## config.mk

```make
export PLATFORM = sky130hd
export DESIGN_NAME = envelope_matrix_pack_core
export DESIGN_NICKNAME = d
export VERILOG_FILES = /design/src/hw/rtl/emp_pkg.sv /design/src/hw/rtl/emp_cfg_regs.sv /design/src/hw/rtl/emp_packer.sv /design/src/hw/rtl/emp_out_queue.sv /design/src/hw/rtl/envelope_matrix_pack_core.sv
export SDC_FILE = /design/constraint.sdc
export NUM_CORES = 1
export LEC_CHECK = 0
export BUFFER_PORTS_ARGS = -buffer_cell sky130_fd_sc_hd__buf_2
export CAP_MARGIN = 20
export CORE_MARGIN = 1
export CORE_UTILIZATION = 45
export CTS_CLUSTER_SIZE = 14
export DETAILED_ROUTE_END_ITERATION = 12
export HOLD_SLACK_MARGIN = 0.03
export MAX_ROUTING_LAYER = met4
export PLACE_DENSITY_LB_ADDON = 0.15
export SYNTH_ARGS = -nofsm -noshare
export SYNTH_HDL_FRONTEND = slang
export SYNTH_HIERARCHICAL = 1
export SYNTH_SLANG_ARGS = --single-unit
```

## constraint.sdc

```tcl
create_clock -name clk -period 16.73 [get_ports clk]
set_input_delay 3.346 -clock clk [delete_from_list [all_inputs] [get_ports clk]]
set_output_delay 3.346 -clock clk [all_outputs]
set_load 0.01 [all_outputs]
```

## src/hw/rtl/emp_pkg.sv

```systemverilog
`default_nettype none

package emp_pkg;

	// Largest matrix order that the index fields can address.
	localparam int unsigned MaxOrder = 64;
	localparam int unsigned PosW     = 6;
	localparam int unsigned AddrW    = 11;
	localparam int unsigned SizeW    = 7;

	// Result queue depth; must be a power of two and at least two.
	localparam int unsigned QueueDepth = 4;
	localparam int unsigned QueuePtrW  = $clog2(QueueDepth);
	localparam int unsigned QueueCntW  = QueuePtrW + 1;

	// Register map, indexed by paddr[2].
	localparam logic REG_MATRIX_SIZE  = 1'b0;
	localparam logic REG_SCAN_BY_ROWS = 1'b1;

	localparam logic [SizeW-1:0] MATRIX_SIZE_RESET = SizeW'(MaxOrder);
	localparam logic [SizeW-1:0] MAX_ORDER_C       = SizeW'(MaxOrder);

	typedef enum logic [1:0] {
		KIND_HEADER = 2'd0,
		KIND_ENTRY  = 2'd1,
		KIND_END    = 2'd2
	} emp_kind_t;

	typedef struct packed {
		logic [PosW-1:0] row_index;
		logic [PosW-1:0] col_index;
		logic [31:0]     element_bits;
	} emp_in_t;

	typedef struct packed {
		emp_kind_t        kind;
		logic [PosW-1:0]  line_number;
		logic [31:0]      value_bits;
		logic [AddrW-1:0] address;
		logic [PosW-1:0]  first_position;
		logic             last;
	} emp_out_t;

	typedef struct packed {
		logic [SizeW-1:0] matrix_size;
		logic             scan_by_rows;
	} emp_cfg_t;

	// Up to two results handed together from the packer to the queue.
	typedef struct packed {
		logic [1:0] count;
		emp_out_t   first;
		emp_out_t   second;
	} emp_push_t;

endpackage

`default_nettype wire

```

## src/hw/rtl/emp_cfg_regs.sv

```systemverilog
`default_nettype none

module emp_cfg_regs (
	input  wire logic              clk,
	input  wire logic              arst_n,
	input  wire logic              psel,
	input  wire logic              penable,
	input  wire logic              pwrite,
	input  wire logic [2:0]        paddr,
	input  wire logic [31:0]       pwdata,
	output logic      [31:0]       prdata,
	output emp_pkg::emp_cfg_t      cfg
);

	emp_pkg::emp_cfg_t cfg_q;
	logic              wr_en;

	assign wr_en = psel && penable && pwrite;

	always_ff @(posedge clk or negedge arst_n) begin
		if (!arst_n) begin
			cfg_q.matrix_size  <= emp_pkg::MATRIX_SIZE_RESET;
			cfg_q.scan_by_rows <= 1'b1;
		end else if (wr_en) begin
			case (paddr[2])
				emp_pkg::REG_MATRIX_SIZE:  cfg_q.matrix_size  <= pwdata[emp_pkg::SizeW-1:0];
				emp_pkg::REG_SCAN_BY_ROWS: cfg_q.scan_by_rows <= pwdata[0];
				default: ;
			endcase
		end
	end

	always_comb begin
		case (paddr[2])
			emp_pkg::REG_MATRIX_SIZE:
				prdata = {{(32-emp_pkg::SizeW){1'b0}}, cfg_q.matrix_size};
			emp_pkg::REG_SCAN_BY_ROWS:
				prdata = {31'd0, cfg_q.scan_by_rows};
			default:
				prdata = 32'd0;
		endcase
	end

	assign cfg = cfg_q;

endmodule

`default_nettype wire

```

## src/hw/rtl/emp_packer.sv

```systemverilog
`default_nettype none

module emp_packer (
	input  wire logic                                clk,
	input  wire logic                                arst_n,
	input  wire emp_pkg::emp_cfg_t                   cfg,
	input  wire logic                                item_valid,
	output logic                                     item_stall,
	input  wire emp_pkg::emp_in_t                    item,
	input  wire logic [emp_pkg::QueueCntW-1:0]       free_slots,
	output emp_pkg::emp_push_t                       push
);

	localparam int unsigned PosW  = emp_pkg::PosW;
	localparam int unsigned AddrW = emp_pkg::AddrW;
	localparam int unsigned SizeW = emp_pkg::SizeW;

	logic             valid_s1;
	emp_pkg::emp_in_t item_s1;

	logic [AddrW-1:0] entry_counter_q;
	logic [AddrW-1:0] line_start_q;
	logic             seen_nonzero_q;
	logic [PosW-1:0]  first_kept_q;

	logic [SizeW-1:0] order;
	logic [PosW-1:0]  line;
	logic [PosW-1:0]  pos;
	logic             is_zero;
	logic             ignore;
	logic             below;
	logic             final_line;
	logic [1:0]       n_res;
	logic             fire_s1;
	logic             accept;

	logic [AddrW-1:0] entry_counter_d;
	logic [AddrW-1:0] line_start_d;
	logic             seen_nonzero_d;
	logic [PosW-1:0]  first_kept_d;

	always_comb begin
		order      = (cfg.matrix_size > emp_pkg::MAX_ORDER_C) ? emp_pkg::MAX_ORDER_C
		                                                      : cfg.matrix_size;
		line       = cfg.scan_by_rows ? item_s1.row_index : item_s1.col_index;
		pos        = cfg.scan_by_rows ? item_s1.col_index : item_s1.row_index;
		is_zero    = (item_s1.element_bits[30:0] == 31'd0);
		ignore     = ({1'b0, line} >= order) || (pos > line);
		below      = (pos < line);
		final_line = ({1'b0, line} + SizeW'(1) == order);

		push.first  = '0;
		push.second = '0;
		n_res       = 2'd0;

		entry_counter_d = entry_counter_q;
		line_start_d    = line_start_q;
		seen_nonzero_d  = seen_nonzero_q;
		first_kept_d    = first_kept_q;

		if (!ignore) begin
			if (below) begin
				if (seen_nonzero_q || !is_zero) begin
					n_res                   = 2'd1;
					push.first.kind         = emp_pkg::KIND_ENTRY;
					push.first.line_number  = line;
					push.first.value_bits   = item_s1.element_bits;
					push.first.address      = entry_counter_q;
					push.first.last         = 1'b1;
					entry_counter_d         = entry_counter_q + AddrW'(1);
					if (!seen_nonzero_q) begin
						seen_nonzero_d = 1'b1;
						first_kept_d   = pos;
					end
				end
			end else begin
				push.first.kind           = emp_pkg::KIND_HEADER;
				push.first.line_number    = line;
				push.first.value_bits     = item_s1.element_bits;
				push.first.address        = line_start_q;
				push.first.first_position = seen_nonzero_q ? first_kept_q : line;
				push.first.last           = !final_line;
				seen_nonzero_d            = 1'b0;
				first_kept_d              = '0;
				if (final_line) begin
					n_res                   = 2'd2;
					push.second.kind        = emp_pkg::KIND_END;
					push.second.line_number = line;
					push.second.address     = entry_counter_q;
					push.second.last        = 1'b1;
					entry_counter_d         = '0;
					line_start_d            = '0;
				end else begin
					n_res        = 2'd1;
					line_start_d = entry_counter_q;
				end
			end
		end

		// The element leaves the input register once the queue can hold all its results.
		fire_s1    = valid_s1 && ({{(emp_pkg::QueueCntW-2){1'b0}}, n_res} <= free_slots);
		push.count = fire_s1 ? n_res : 2'd0;
		item_stall = valid_s1 && !fire_s1;
		accept     = item_valid && !item_stall;
	end

	always_ff @(posedge clk or negedge arst_n) begin
		if (!arst_n) begin
			valid_s1        <= 1'b0;
			entry_counter_q <= '0;
			line_start_q    <= '0;
			seen_nonzero_q  <= 1'b0;
			first_kept_q    <= '0;
		end else begin
			if (accept) begin
				valid_s1 <= 1'b1;
			end else if (fire_s1) begin
				valid_s1 <= 1'b0;
			end
			if (fire_s1) begin
				entry_counter_q <= entry_counter_d;
				line_start_q    <= line_start_d;
				seen_nonzero_q  <= seen_nonzero_d;
				first_kept_q    <= first_kept_d;
			end
		end
	end

	always_ff @(posedge clk) begin
		if (accept) begin
			item_s1 <= item;
		end
	end

endmodule

`default_nettype wire

```

## src/hw/rtl/emp_out_queue.sv

```systemverilog
`default_nettype none

module emp_out_queue (
	input  wire logic                          clk,
	input  wire logic                          arst_n,
	input  wire emp_pkg::emp_push_t            push,
	output logic [emp_pkg::QueueCntW-1:0]      free_slots,
	output logic                               result_valid,
	input  wire logic                          result_stall,
	output emp_pkg::emp_out_t                  result
);

	localparam int unsigned PtrW = emp_pkg::QueuePtrW;
	localparam int unsigned CntW = emp_pkg::QueueCntW;

	emp_pkg::emp_out_t slot_q [emp_pkg::QueueDepth];
	logic [PtrW-1:0]   wr_ptr_q;
	logic [PtrW-1:0]   rd_ptr_q;
	logic [CntW-1:0]   count_q;
	logic              pop;

	assign pop          = result_valid && !result_stall;
	assign result_valid = (count_q != '0);
	assign result       = slot_q[rd_ptr_q];
	assign free_slots   = CntW'(emp_pkg::QueueDepth) - count_q;

	always_ff @(posedge clk or negedge arst_n) begin
		if (!arst_n) begin
			wr_ptr_q <= '0;
			rd_ptr_q <= '0;
			count_q  <= '0;
		end else begin
			wr_ptr_q <= wr_ptr_q + PtrW'(push.count);
			if (pop) begin
				rd_ptr_q <= rd_ptr_q + PtrW'(1);
			end
			count_q <= count_q + CntW'(push.count) - CntW'(pop);
		end
	end

	always_ff @(posedge clk) begin
		if (push.count != 2'd0) begin
			slot_q[wr_ptr_q] <= push.first;
		end
		if (push.count == 2'd2) begin
			slot_q[wr_ptr_q + PtrW'(1)] <= push.second;
		end
	end

endmodule

`default_nettype wire

```

## src/hw/rtl/envelope_matrix_pack_core.sv

```systemverilog
`default_nettype none

// Envelope (skyline) packer for a dense square matrix of IEEE single values.
// Elements enter on the item channel in scan order: row by row when
// scan_by_rows is set (lower triangle kept), column by column otherwise
// (upper triangle kept). Each line yields envelope entries for its positions
// below the diagonal, starting at its first element whose magnitude bits are
// not all zero, and a header when its diagonal element arrives. The header of
// line order-1 (the order is matrix_size capped at 64) is followed by an end
// transaction that carries the total entry count, after which the addresses
// restart for the next matrix. Elements above the diagonal, or in lines at or
// beyond the order, produce nothing. The block takes one item transaction per
// clock cycle while it does not stall the input; an element is held in the
// input register and its results are then written into the result queue,
// which the result channel reads. Throughput is set by the result channel,
// which delivers one transaction per cycle while result_stall is low: the
// final diagonal produces two results and so needs two of its transactions.
// A four-entry result queue absorbs the extra result, but in a gapless stream
// each such diagonal leaves one more result waiting, so the input stalls at
// the third of them unless idle input has let the queue catch up in between.
// A stalled result channel fills the queue and then stalls the input as well.
// Registers (APB, 32-bit): 0x0 matrix_size (7 bits, reset 64),
// 0x4 scan_by_rows (1 bit, reset 1); write them only while the block is idle.
module envelope_matrix_pack_core (
	input  wire logic                 clk,
	input  wire logic                 arst_n,
	input  wire logic                 item_valid,
	output logic                      item_stall,
	input  wire emp_pkg::emp_in_t     item,
	output logic                      result_valid,
	input  wire logic                 result_stall,
	output emp_pkg::emp_out_t         result,
	input  wire logic                 psel,
	input  wire logic                 penable,
	input  wire logic                 pwrite,
	input  wire logic [2:0]           paddr,
	input  wire logic [31:0]          pwdata,
	output logic      [31:0]          prdata,
	output logic                      pready
);

	emp_pkg::emp_cfg_t                 cfg;
	emp_pkg::emp_push_t                push;
	logic [emp_pkg::QueueCntW-1:0]     free_slots;

	// Register accesses complete in their access cycle.
	assign pready = 1'b1;

	emp_cfg_regs u_cfg_regs (
		.clk     (clk),
		.arst_n  (arst_n),
		.psel    (psel),
		.penable (penable),
		.pwrite  (pwrite),
		.paddr   (paddr),
		.pwdata  (pwdata),
		.prdata  (prdata),
		.cfg     (cfg)
	);

	// Input register, line state and result formation.
	emp_packer u_packer (
		.clk        (clk),
		.arst_n     (arst_n),
		.cfg        (cfg),
		.item_valid (item_valid),
		.item_stall (item_stall),
		.item       (item),
		.free_slots (free_slots),
		.push       (push)
	);

	// Result queue: decouples the result channel's stall from the input side
	// and hands the two results of one push out one at a time.
	emp_out_queue u_out_queue (
		.clk          (clk),
		.arst_n       (arst_n),
		.push         (push),
		.free_slots   (free_slots),
		.result_valid (result_valid),
		.result_stall (result_stall),
		.result       (result)
	);

endmodule

`default_nettype wire
```

## After elaboration in Yosys (flattened, before gate mapping)

Memories as Yosys holds them, arrays and structs flattened.
Index checks and enable logic that the tools add are counted.

- Magnitude comparators: 5
- Equality and inequality tests: 4
- Reductions and logical operators: 22
- Add/subtract/negate cells: 8
- Bitwise logic cells: 3
- Mux-type cells: 38

Operator list:

| cell | count |
|---|---|
| $mux 50 | 2 |
| $mux 11 | 6 |
| $mux 66 | 1 |
| $pmux 32 s2 | 1 |
| $mux 6 | 7 |
| $logic_not 31->1 | 1 |
| $mux 8 | 2 |
| $mux 1 | 14 |
| $add 11x1->11 const B | 1 |
| $mux 2 | 4 |
| $add 6x1->7 const B | 1 |
| $eq 7x7->1 | 1 |
| $ge 6x7->1 | 1 |
| $gt 7x7->1 const B | 1 |
| $mux 7 | 1 |
| $gt 6x6->1 | 1 |
| $logic_and 1x1->1 | 6 |
| $lt 6x6->1 | 1 |
| $reduce_and 3->1 | 2 |
| $logic_not 1->1 | 5 |
| $add 2x1->2 const B | 2 |
| $ne 2x2->1 const B | 2 |
| $reduce_and 2->1 | 2 |
| $reduce_and 4->1 | 1 |
| 10 further kinds | 14 |

- Memory bits (writable): 232
- Output and inout bits: 93
- Register bits: 89
- Memories: 1
- Bits of input ports: 86
- Logic and storage cells: 94

Memories:

| memory | depth | width | rd ports | clocked after Yosys merged registers in | wr ports | RTL line | RTL |
|---|---|---|---|---|---|---|---|
| u_out_queue.slot_q | 4 | 58 | 1 | 0 | 2 | emp_out_queue.sv:16 | `emp_pkg::emp_out_t slot_q [emp_pkg::QueueDepth];` |

## Longest topological paths before layout

Gate-level depths: netlist (run 1).

- Depth in word-level cells: 13
- Mapped depth: 25
- Gate-level depth less buffers: 21

## Modules after synthesis

The synthesis (run 1) kept the hierarchy.

By module, submodules not included:

| module | sequential area each (um^2) | area an instance (um^2) | times used | cells each |
|---|---|---|---|---|
| emp_out_queue | 7141.8 | 11646.2 | 1 | 606 |
| emp_packer | 2072.0 | 4496.8 | 1 | 474 |
| emp_cfg_regs | 202.7 | 578.1 | 1 | 51 |
| envelope_matrix_pack_core | 0.0 | 11.3 | 1 | 2 |

## Worst setup path after synthesis (run 1)

OpenSTA, ideal clock, no wires.

- Path type: flip-flop to flip-flop
- Start point: reg u_cfg_regs.cfg_q, in the netlist u_cfg_regs/cfg[0]
- End point: mem u_out_queue/slot_q[0][0] in the netlist's numbering, enable pin
- Clock period less this slack: 9224 ps
- Path slack: 7506 ps
- Setup time: 554 ps
- Arrival: 8670 ps
- Stages on the path, launching flop included: 22
- Path buffers: 4
- Data required time: 16176 ps
- Path through: dfstp_2 > buf_6 > buf_6 > mux2i_1 > ha_1 > nand2b_1 > a211oi_1 > o32ai_1 > or2_2 > nand2b_1 > clkbuf_1 > or2_1 > buf_2 > inv_2 > ha_1 > nor2b_1 > o21ai_0 > nand2_1 > or2_2 > nor2_1 > o21bai_1 > o21ai_0

RTL lines:

| item | RTL line | RTL |
|---|---|---|
| start, declared | emp_cfg_regs.sv:15 | `emp_pkg::emp_cfg_t cfg_q;` |
| end, declared | emp_out_queue.sv:16 |  |

## Final worst setup path (run 1)

- Start point: reg u_cfg_regs.cfg_q, in the netlist u_cfg_regs/cfg[0]
- End point: out item_stall

- Longest elaborated chain between the ends: 10
- Elaborated cells on any way between the ends: 15
- Those cells by class: 1 x add/sub; 4 x order compare; 1 x eq/ne; 5 x mux; 4 x reduce/logical

Ends and longest elaborated chain:

| item | RTL line | RTL |
|---|---|---|
| $mux 6 | emp_packer.sv:45 | `line = cfg.scan_by_rows ? item_s1.row_index : item_s1.col_index;` |
| $add 6x1->7 | emp_packer.sv:50 | `final_line = ({1'b0, line} + SizeW'(1) == order);` |
| $eq 7x7->1 | emp_packer.sv:50 |  |
| $mux 2 | emp_packer.sv:85 | `if (final_line) begin` |
| $mux 2 | emp_packer.sv:62 | `if (below) begin` |
| $mux 2 * | emp_packer.sv:61 | `if (!ignore) begin` |
| $le 2x3->1 * | emp_packer.sv:101 | `fire_s1 = valid_s1 && ({{(emp_pkg::QueueCntW-2){1'b0}}, n_res} <= free_slots);` |
| $logic_and 1x1->1 * | emp_packer.sv:101 |  |
| $logic_not 1->1 * | emp_packer.sv:103 | `item_stall = valid_s1 && !fire_s1;` |
| $logic_and 1x1->1 * | emp_packer.sv:103 |  |
| end, declared | envelope_matrix_pack_core.sv:28 | `output logic item_stall,` |

Mark *: on every way between the ends. The rest lies on a longest branch, timed or not.

==> results of run 1 <==
[logic make-up after synthesis]
group	after synthesis	synth area share, %
and+or+nand+nor	203	6.81
DFF	321	56.3
xor gates and xnor gates	11	0.658
AOI/OAI and AO/OA	82	2.95
adders and majority gates	22	1.69
muxes	314	25.3
other	3	0.0673
buffers and inverters	177	6.24
[synthesized netlist by cell type, drive strengths merged (10+ instances only)]
cell	instances	area [sq um]
nand2	15	56.3
dfrtp	43	1080
nand2b	13	81.3
buf	108	785
nor2b	38	238
o21ai	36	180
ha	21	263
a21oi	18	90.1
mux2	246	2800
edfxtp	276	8290
mux4	58	1310
nand3	25	125
nor2	54	203
mux2i	10	125
clkbuf	22	82.6
inv	47	176
[sequential cells by signal, indices dropped and copies added, names as in the netlist]
register                  cells
u_out_queue/slot_q          232
u_packer/item_s1             44
u_packer/entry_counter_q     11
u_packer/line_start_q        11
u_cfg_regs/cfg                8
u_packer/first_kept_q         6
u_out_queue/count_q           3
u_out_queue/rd_ptr_q          2
u_out_queue/wr_ptr_q          2
u_packer/seen_nonzero_q       1
u_packer/valid_s1             1
[stage by stage]
step / utilization [%] / instance area, sq um / setup WS [ps] / cells
global placement: 47.8 / 17500 / 7780 / 1676
detailed placement: 47.8 / 17500 / 7780 / 1676
finish: 51.2 / 18700 / 7240 / 1744
global route: 51.2 / 18700 / 6780 / 1744
floorplan: - / 17000 / 7510 / 1196
CTS: 51.2 / 18700 / 7160 / 1744
[critical path: stages (launching register included)]
cell      delay, ps
dfstp_2         840
mux2i_1         820
ha_1            380
nor2b_1         130
o21ai_0         130
nand2b_1        110
a221o_1         600
nand2b_1        360
or2_1           740
inv_2           240
ha_1            370
nor2b_1         130
o21ai_0         360
inv_1            90
nand2_1         130
inv_1            50
buf_2           140
[power by group through the flow]
stage          Combinational [mW]  Sequential [mW]  Clock (mW)
4_1_cts                     0.979             1.17       0.833
3_3_place_gp                0.966             1.18           0
6_report                    0.957             1.17       0.813
2_1_floorplan               0.728             1.13           0
5_1_grt                      1.06             1.19       0.861
3_5_place_dp                0.971             1.19           0
[metal layers]
layer / wire [um] / part of all wire [%]
met1: 16200 / 44
met4: 496 / 1.3
met3: 1700 / 4.6
met2: 18400 / 50
met5: 0 / 0
[cells in the final DEF, fill, tap and decap left out, types with 5 or more instances in the layout]
master       n
nand2b_1    13
clkbuf_1     8
mux2_2     222
inv_1       46
dfrtp_1     41
o21ai_0     33
a211oi_1     7
mux2i_1      8
nand2_1     15
nand3_1     25
ha_1        21
mux4_2      58
clkbuf_16   39
a31oi_1      5
nor4_1       9
nor3_1       6
edfxtp_1   276
mux2_1      15
clkbuf_8     6
and3_1       6
nor2_1      52
nor2b_1     38
and2b_2      6
conb_1      66
clkinv_1     7
mux2_4       9
buf_4       17
buf_2      125
xnor2_1      7
a21oi_1     18
and2_1       5
[final cells by class]
type / count / area, sq um
Fill cell: 3094 / 17900
Sequential cell: 321 / 9420
Multi-Input combinational cell: 698 / 6560
Clock buffer: 53 / 1090
Timing Repair Buffer: 142 / 753
Tap cell: 468 / 586
Inverter: 47 / 176
Clock inverter: 15 / 145
[worst min-delay path by stage]
| stage | depth (start not counted) | to | slack, ps | startpoint |
|---|---|---|---|---|
| final | 1 | u_cfg_regs/cfg[2] | 540 | u_cfg_regs/cfg[2] |
| after detailed placement | 2 | u_packer/first_kept_q[3] | 530 | u_packer/first_kept_q[3] |
| after CTS | 1 | u_cfg_regs/cfg[2] | 540 | u_cfg_regs/cfg[2] |
| after floorplan | 2 | u_packer/valid_s1 | 480 | u_packer/valid_s1 |
| after global placement | 1 | u_cfg_regs/cfg[2] | 520 | u_cfg_regs/cfg[2] |
| after global routing | 2 | u_packer/first_kept_q[4] | 560 | u_packer/first_kept_q[4] |
==> metrics.md, run 1 <==
| Metric | Value |
|---|---|
| Hold slack | 537 ps |
| CTS tree | built |
| Met1 Resource Use GR | 25.9% |
| Power share of the clock group | 27.7% |
| H-tree Lvls | 2 |
| Async SR Flop Fraction | 14.0% |
| Avg Inst Size Synth | 14.8 sq um |
| Vias in the first global route | 9970 |
| Library cells used by synthesis | 59 |
| Worst Tran Pin Value | 1100 ps |
| CP Capture Type | primary output |
| RSZ-0062 raised after global routing | no |
| Reg-to-reg endpoint | u_out_queue/slot_q[0][26] |
| Die Y | 195 um |
| First-pass GRT wire length | 57.5 mm |
| Yosys warnings | 6 |
| CP arrival | 6150 ps |
| Switching Share | 31.4% |
| Post-synth EDFFs | 276 |
| Largest net degree at the start of global routing | 60 |
| Max Cap Violations | 0 |
| Period utilization | 56.8% |
| Port Buf Inserts | 125 |
| Worst IR Drop VDD | 0.0000738 V |
| Postcts setup bufs | 0 |
| GPL Wtd Cong | 0.805 |
| Worst Setup EP | item_stall |
| Total wire length | 36.8 mm |
| Clk sinks | 321 |
| DRC viols | 0 |
| P_int | 2.02 mW |
| Prevailing post-synth register cell | edfxtp_1 |
| Met3 Use GR | 3.02% |
| FMAX | 105 MHz |
| FF-to-FF setup slack | 8090 ps |
| Setup TNS | 0 ps |
| Worst-path fanout max | 17 |
| Initial Util | 45.7% |
| Crit Path Category | register to primary output |
| Worst Setup SP | u_cfg_regs/cfg[0] |
| Worst skew pair latency | 520 ps |
| Initial DRC Count | 475 |
| Worst Skew | 12.8 ps |
| ANT cells | 0 |
| Gr ovfl total | 0 |
| Cells after synthesis | 1133 |
| WL per Instance | 21.1 um |
| Final hold vios | 0 |
| Initial antenna violation count | 1 |
| Vias | 9464 |
| Final setup violating endpoints | 0 |
| Share of layout cells above drive strength 1 | 40.3% |
| Gr busiest metal | met2 |
| Top-Level Pins | 179 |
| Dpl hpwl | 21.2 mm |
| Root Buffer | clkbuf_16 |
| Worst slew margin | 26.4% |
| Met2 usage | 34.5% |
| FF+latch count, synth | 321 |
| Gate power share | 32.5% |
| Sequential-to-total area share from yosys stat | 56.3% |
| Nets | 1355 |
| Static Leakage | 7.12 nW |
| Post-DR vias/cell | 5.43 |
| Num CTS Buffers | 37 |
| Die Width | 195 um |
| Cell area after synthesis | 0.0167 sq mm |
| Cts hold-fix bufs | 0 |
| Status | finished, final reports clean |
| Critical R2R Launch | u_cfg_regs/cfg[0] |
| Area growth syn-to-layout | 11.9% |
| Required time worst endpoint | 13380 ps |
| Total GRT Usage | 20.4% |
| Row cnt | 70 |
| Hold crit path type | register to register |
| Sequential group share of total power | 39.8% |
| Startpoint Class | register |
| P per Cell Area | 157 mW/mm^2 |
| Total Power | 2.94 mW |
| First-pass DRT Iterations | 5 |
| Final ANT Viol Nets | 0 |
| R2R cell count | 19 |
| Die Area | 0.0380 sq mm |
| Final Max Slew Viols | 0 |
| Clock buffer depth | 3 |
| Post_cts resized | 0 |
| Net Sw Power | 0.924 mW |
| Final Critical Period | 9490 ps |
| Clock Pin Slew Worst Setup and Hold Paths | 60 ps |
| Core Area | 0.0366 sq mm |
Note: power is estimated with default switching activity, not from simulation.
==> inputs of run 2 (changes only) <==
Clock period 16.73 ns to 8.9 ns, I/O delays scaled along.
==> run 2 against run 1 <==
  * Die area stayed put
  * Final cell count increased by 0.52%
  * First-iteration DRC count increased by 1.5%
  * Global-route usage is 0.49 points higher
  * Cell area grew 0.13%
  * Clock skew rose by 10 ps
==> metrics.md, run 2 (synthesized netlist as in run 1, its figures left out) <==
| Metric | Value |
|---|---|
| Clk sinks | 321 (unchanged) |
| Initial Util | 45.7% (unchanged) |
| Worst IR Drop VDD | 0.000147 V (+100%) |
| Commonest non-fill, non-tap cell in the layout | edfxtp_1 |
| Final Max Slew Viols | 0 (unchanged) |
| Worst-path fanout max | 16 (-1) |
| Power share of the clock group | 26.8% (-0.9 points) |
| Final ANT Viol Nets | 0 (unchanged) |
| Post-DR vias/cell | 5.38 (-0.90%) |
| Vias | 9427 (-0.39%) |
| H-tree Lvls | 2 (unchanged) |
| Non-Filler Instances | 1753 (+0.52%) |
| CP arrival | 5390 ps (-760 ps) |
| Setup TNS | 0 ps (unchanged) |
| Row cnt | 70 (unchanged) |
| Sequential group share of total power | 40.1% (+0.3 points) |
| GPL Wtd Cong | 0.772 (-4.1%) |
| Gr ovfl total | 0 (unchanged) |
| Core Util, Final | 51.2% (+0.068 points) |
| Final Critical Period | 7170 ps |
| Initial DRC Count | 482 (+1.5%) |
| CP Capture Type | primary output |
| WL per Instance | 21.2 um (+0.35%) |
| Period utilization | 80.6% |
| Switching Share | 32.0% (+0.53 points) |
| CP top delay family | simple AND/OR/NAND/NOR gates |
| P_int | 3.73 mW (+85%) |
| Net Sw Power | 1.75 mW (+90%) |
| Die Y | 195 um (unchanged) |
| DRC viols | 0 (unchanged) |
| FF/Latch Area | 0.00942 sq mm (unchanged) |
| Static Leakage | 7.13 nW (+0.15%) |
| Area growth syn-to-layout | 12.1% |
| Total wire length | 37.1 mm (+0.87%) |
| Final hold vios | 0 (unchanged) |
| Dpl hpwl | 21.9 mm (+3.3%) |
| Hold crit path type | register to register |
| FILL cells | 3166 (+2.3%) |
| Crit-path cells | mux2i_1, inv_1, ha_1, and4_1, or3b_1, nor3_1, o211ai_2, or2_1, inv_2, ha_1, nor2b_1, o21ai_0, inv_1, nand2_1, inv_1, buf_2 |
| Cell area after layout | 0.0188 sq mm (+0.13%) |
| Post-DP Area | 0.0176 sq mm (+0.53%) |
| Clock Pin Slew Worst Setup and Hold Paths | 60 ps (about the same) |
| Cts hold-fix bufs | 0 (unchanged) |
| Vias in the first global route | 10093 (+1.2%) |
| Postcts setup bufs | 0 (unchanged) |
| Nets | 1364 (+0.66%) |
| FF-to-FF setup slack | 1880 ps (-6210 ps) |
| Max Cap Violations | 0 (unchanged) |
| Total Power | 5.48 mW (+86%) |
| Worst Tran Pin Value | 1010 ps (-93.9 ps) |
| Root Buffer | clkbuf_16 |
| P per Cell Area | 292 mW/mm^2 (+86%) |
| Worst slew margin | 32.7% (+6.3 points) |
| Biggest registers after layout | u_out_queue/slot_q: 232 flops, u_packer/item_s1: 44 flops |
| First-pass GRT wire length | 58.5 mm (+1.8%) |
| Critical Path Most Common Cell | inv_1 |
| First-pass DRT Iterations | 4 (-1) |
| Final setup violating endpoints | 0 (unchanged) |
| Worst Skew | 23.1 ps (+10.3 ps) |
| FMAX | 139 MHz |
| Hold path depth | 2 (+1) |
| ANT cells | 0 (unchanged) |
| Largest Register | u_out_queue/slot_q |
| DP Cell Count | 1685 (+0.54%) |
| Num CTS Buffers | 37 (unchanged) |
| Share of layout cells above drive strength 1 | 40.3% (about the same) |
| Initial antenna violation count | 0 (-1) |
| Most frequent cells in the layout | 276 x edfxtp_1, 222 x mux2_2, 125 x buf_2 |
| CP max stage delay | 820 ps (-20 ps) |
| Clock buffer depth | 3 (unchanged) |
| Die Width | 195 um (unchanged) |
| WP depth | 16 (unchanged) |
| Worst skew pair latency | 540 ps (+20 ps) |
| Core Area | 0.0366 sq mm (unchanged) |
| Largest register FFs | 232 (unchanged) |
| Post_cts resized | 0 (unchanged) |
| Status | finished, final reports clean |
| Critical Path Slowest Stage Cell | dfstp_2 |
| Gate power share | 33.2% (+0.7 points) |
| Worst path bufs/invs | 5 (+1) |
| Required time worst endpoint | 7120 ps (-6260 ps) |
| Crit Path Category | register to primary output |
| Largest net degree at the start of global routing | 60 (unchanged) |
| Top-Level Pins | 179 (unchanged) |
| Port Buf Inserts | 125 (unchanged) |
| Total GRT Usage | 20.9% (+0.49 points) |
| R2R cell count | 18 (-1) |
| RSZ-0062 raised after global routing | no |
| Startpoint Class | register |
| Die Area | 0.0380 sq mm (unchanged) |
| Multi-input logic area | 0.00656 sq mm (unchanged) |
| CTS tree | built |
## run 2: cell types whose count changed in the layout (fill, tap and decap cells not counted), sizes merged
cell / before / now
buf: 142 / 151
clkinv: 11 / 7
clkbuf: 53 / 58
clkinvlp: 0 / 1
bufinv: 3 / 1
## run 2: power by group through the flow
stage	clock network, mW	logic (mW)	registers (mW)
5_1_grt	1.56	1.99	2.23
6_report	1.47	1.82	2.20
4_1_cts	1.50	1.85	2.20
2_1_floorplan	0	1.37	2.12
3_5_place_dp	0	1.83	2.23
3_3_place_gp	0	1.82	2.23
## run 2: worst reg2reg max path, delay by kind of cell, from the launching register on
family | cells | cell delay (ps)
compound gates | 2 | 670
fa+ha+maj | 2 | 560
buf+inv | 3 | 920
flops | 1 | 820
mux | 2 | 1060
simple gates | 9 | 2600
## run 2: area by class of cell
cell class              instances  area share, %
repair buffers                151           4.51
clock inverters                10          0.420
well taps                     468           3.12
clock buffers                  58           5.80
inverters                      47          0.941
multi-input cells             698           35.0
flip-flops and latches        321           50.2
## run 2: worst paths after layout
kind                                                from                        end
worst max-delay path                   u_cfg_regs/cfg[0]                 item_stall
worst min register to register  u_packer/line_start_q[0]   u_packer/line_start_q[0]
worst min-delay path            u_packer/line_start_q[0]   u_packer/line_start_q[0]
max in group asynchronous                         arst_n    u_out_queue/rd_ptr_q[0]
worst max register to register         u_cfg_regs/cfg[0]  u_out_queue/slot_q[1][53]
min in group asynchronous                         arst_n          u_cfg_regs/cfg[6]
## run 2: per-stage QoR
step	setup slack [ps]	hold slack (ps)
floorplan	1120	479
global placement	2030	519
detailed placement	1860	529
CTS	1690	542
global route	1330	571
finish	1730	543
## run 2: per-layer routing
metal	vias up	global-route usage [%]	share of wire [%]
li1	4404	-	-
met1	4780	26.5	45
met2	195	34.7	50
met3	48	3.38	4.3
met4	0	5.54	1.5
met5	-	-	0
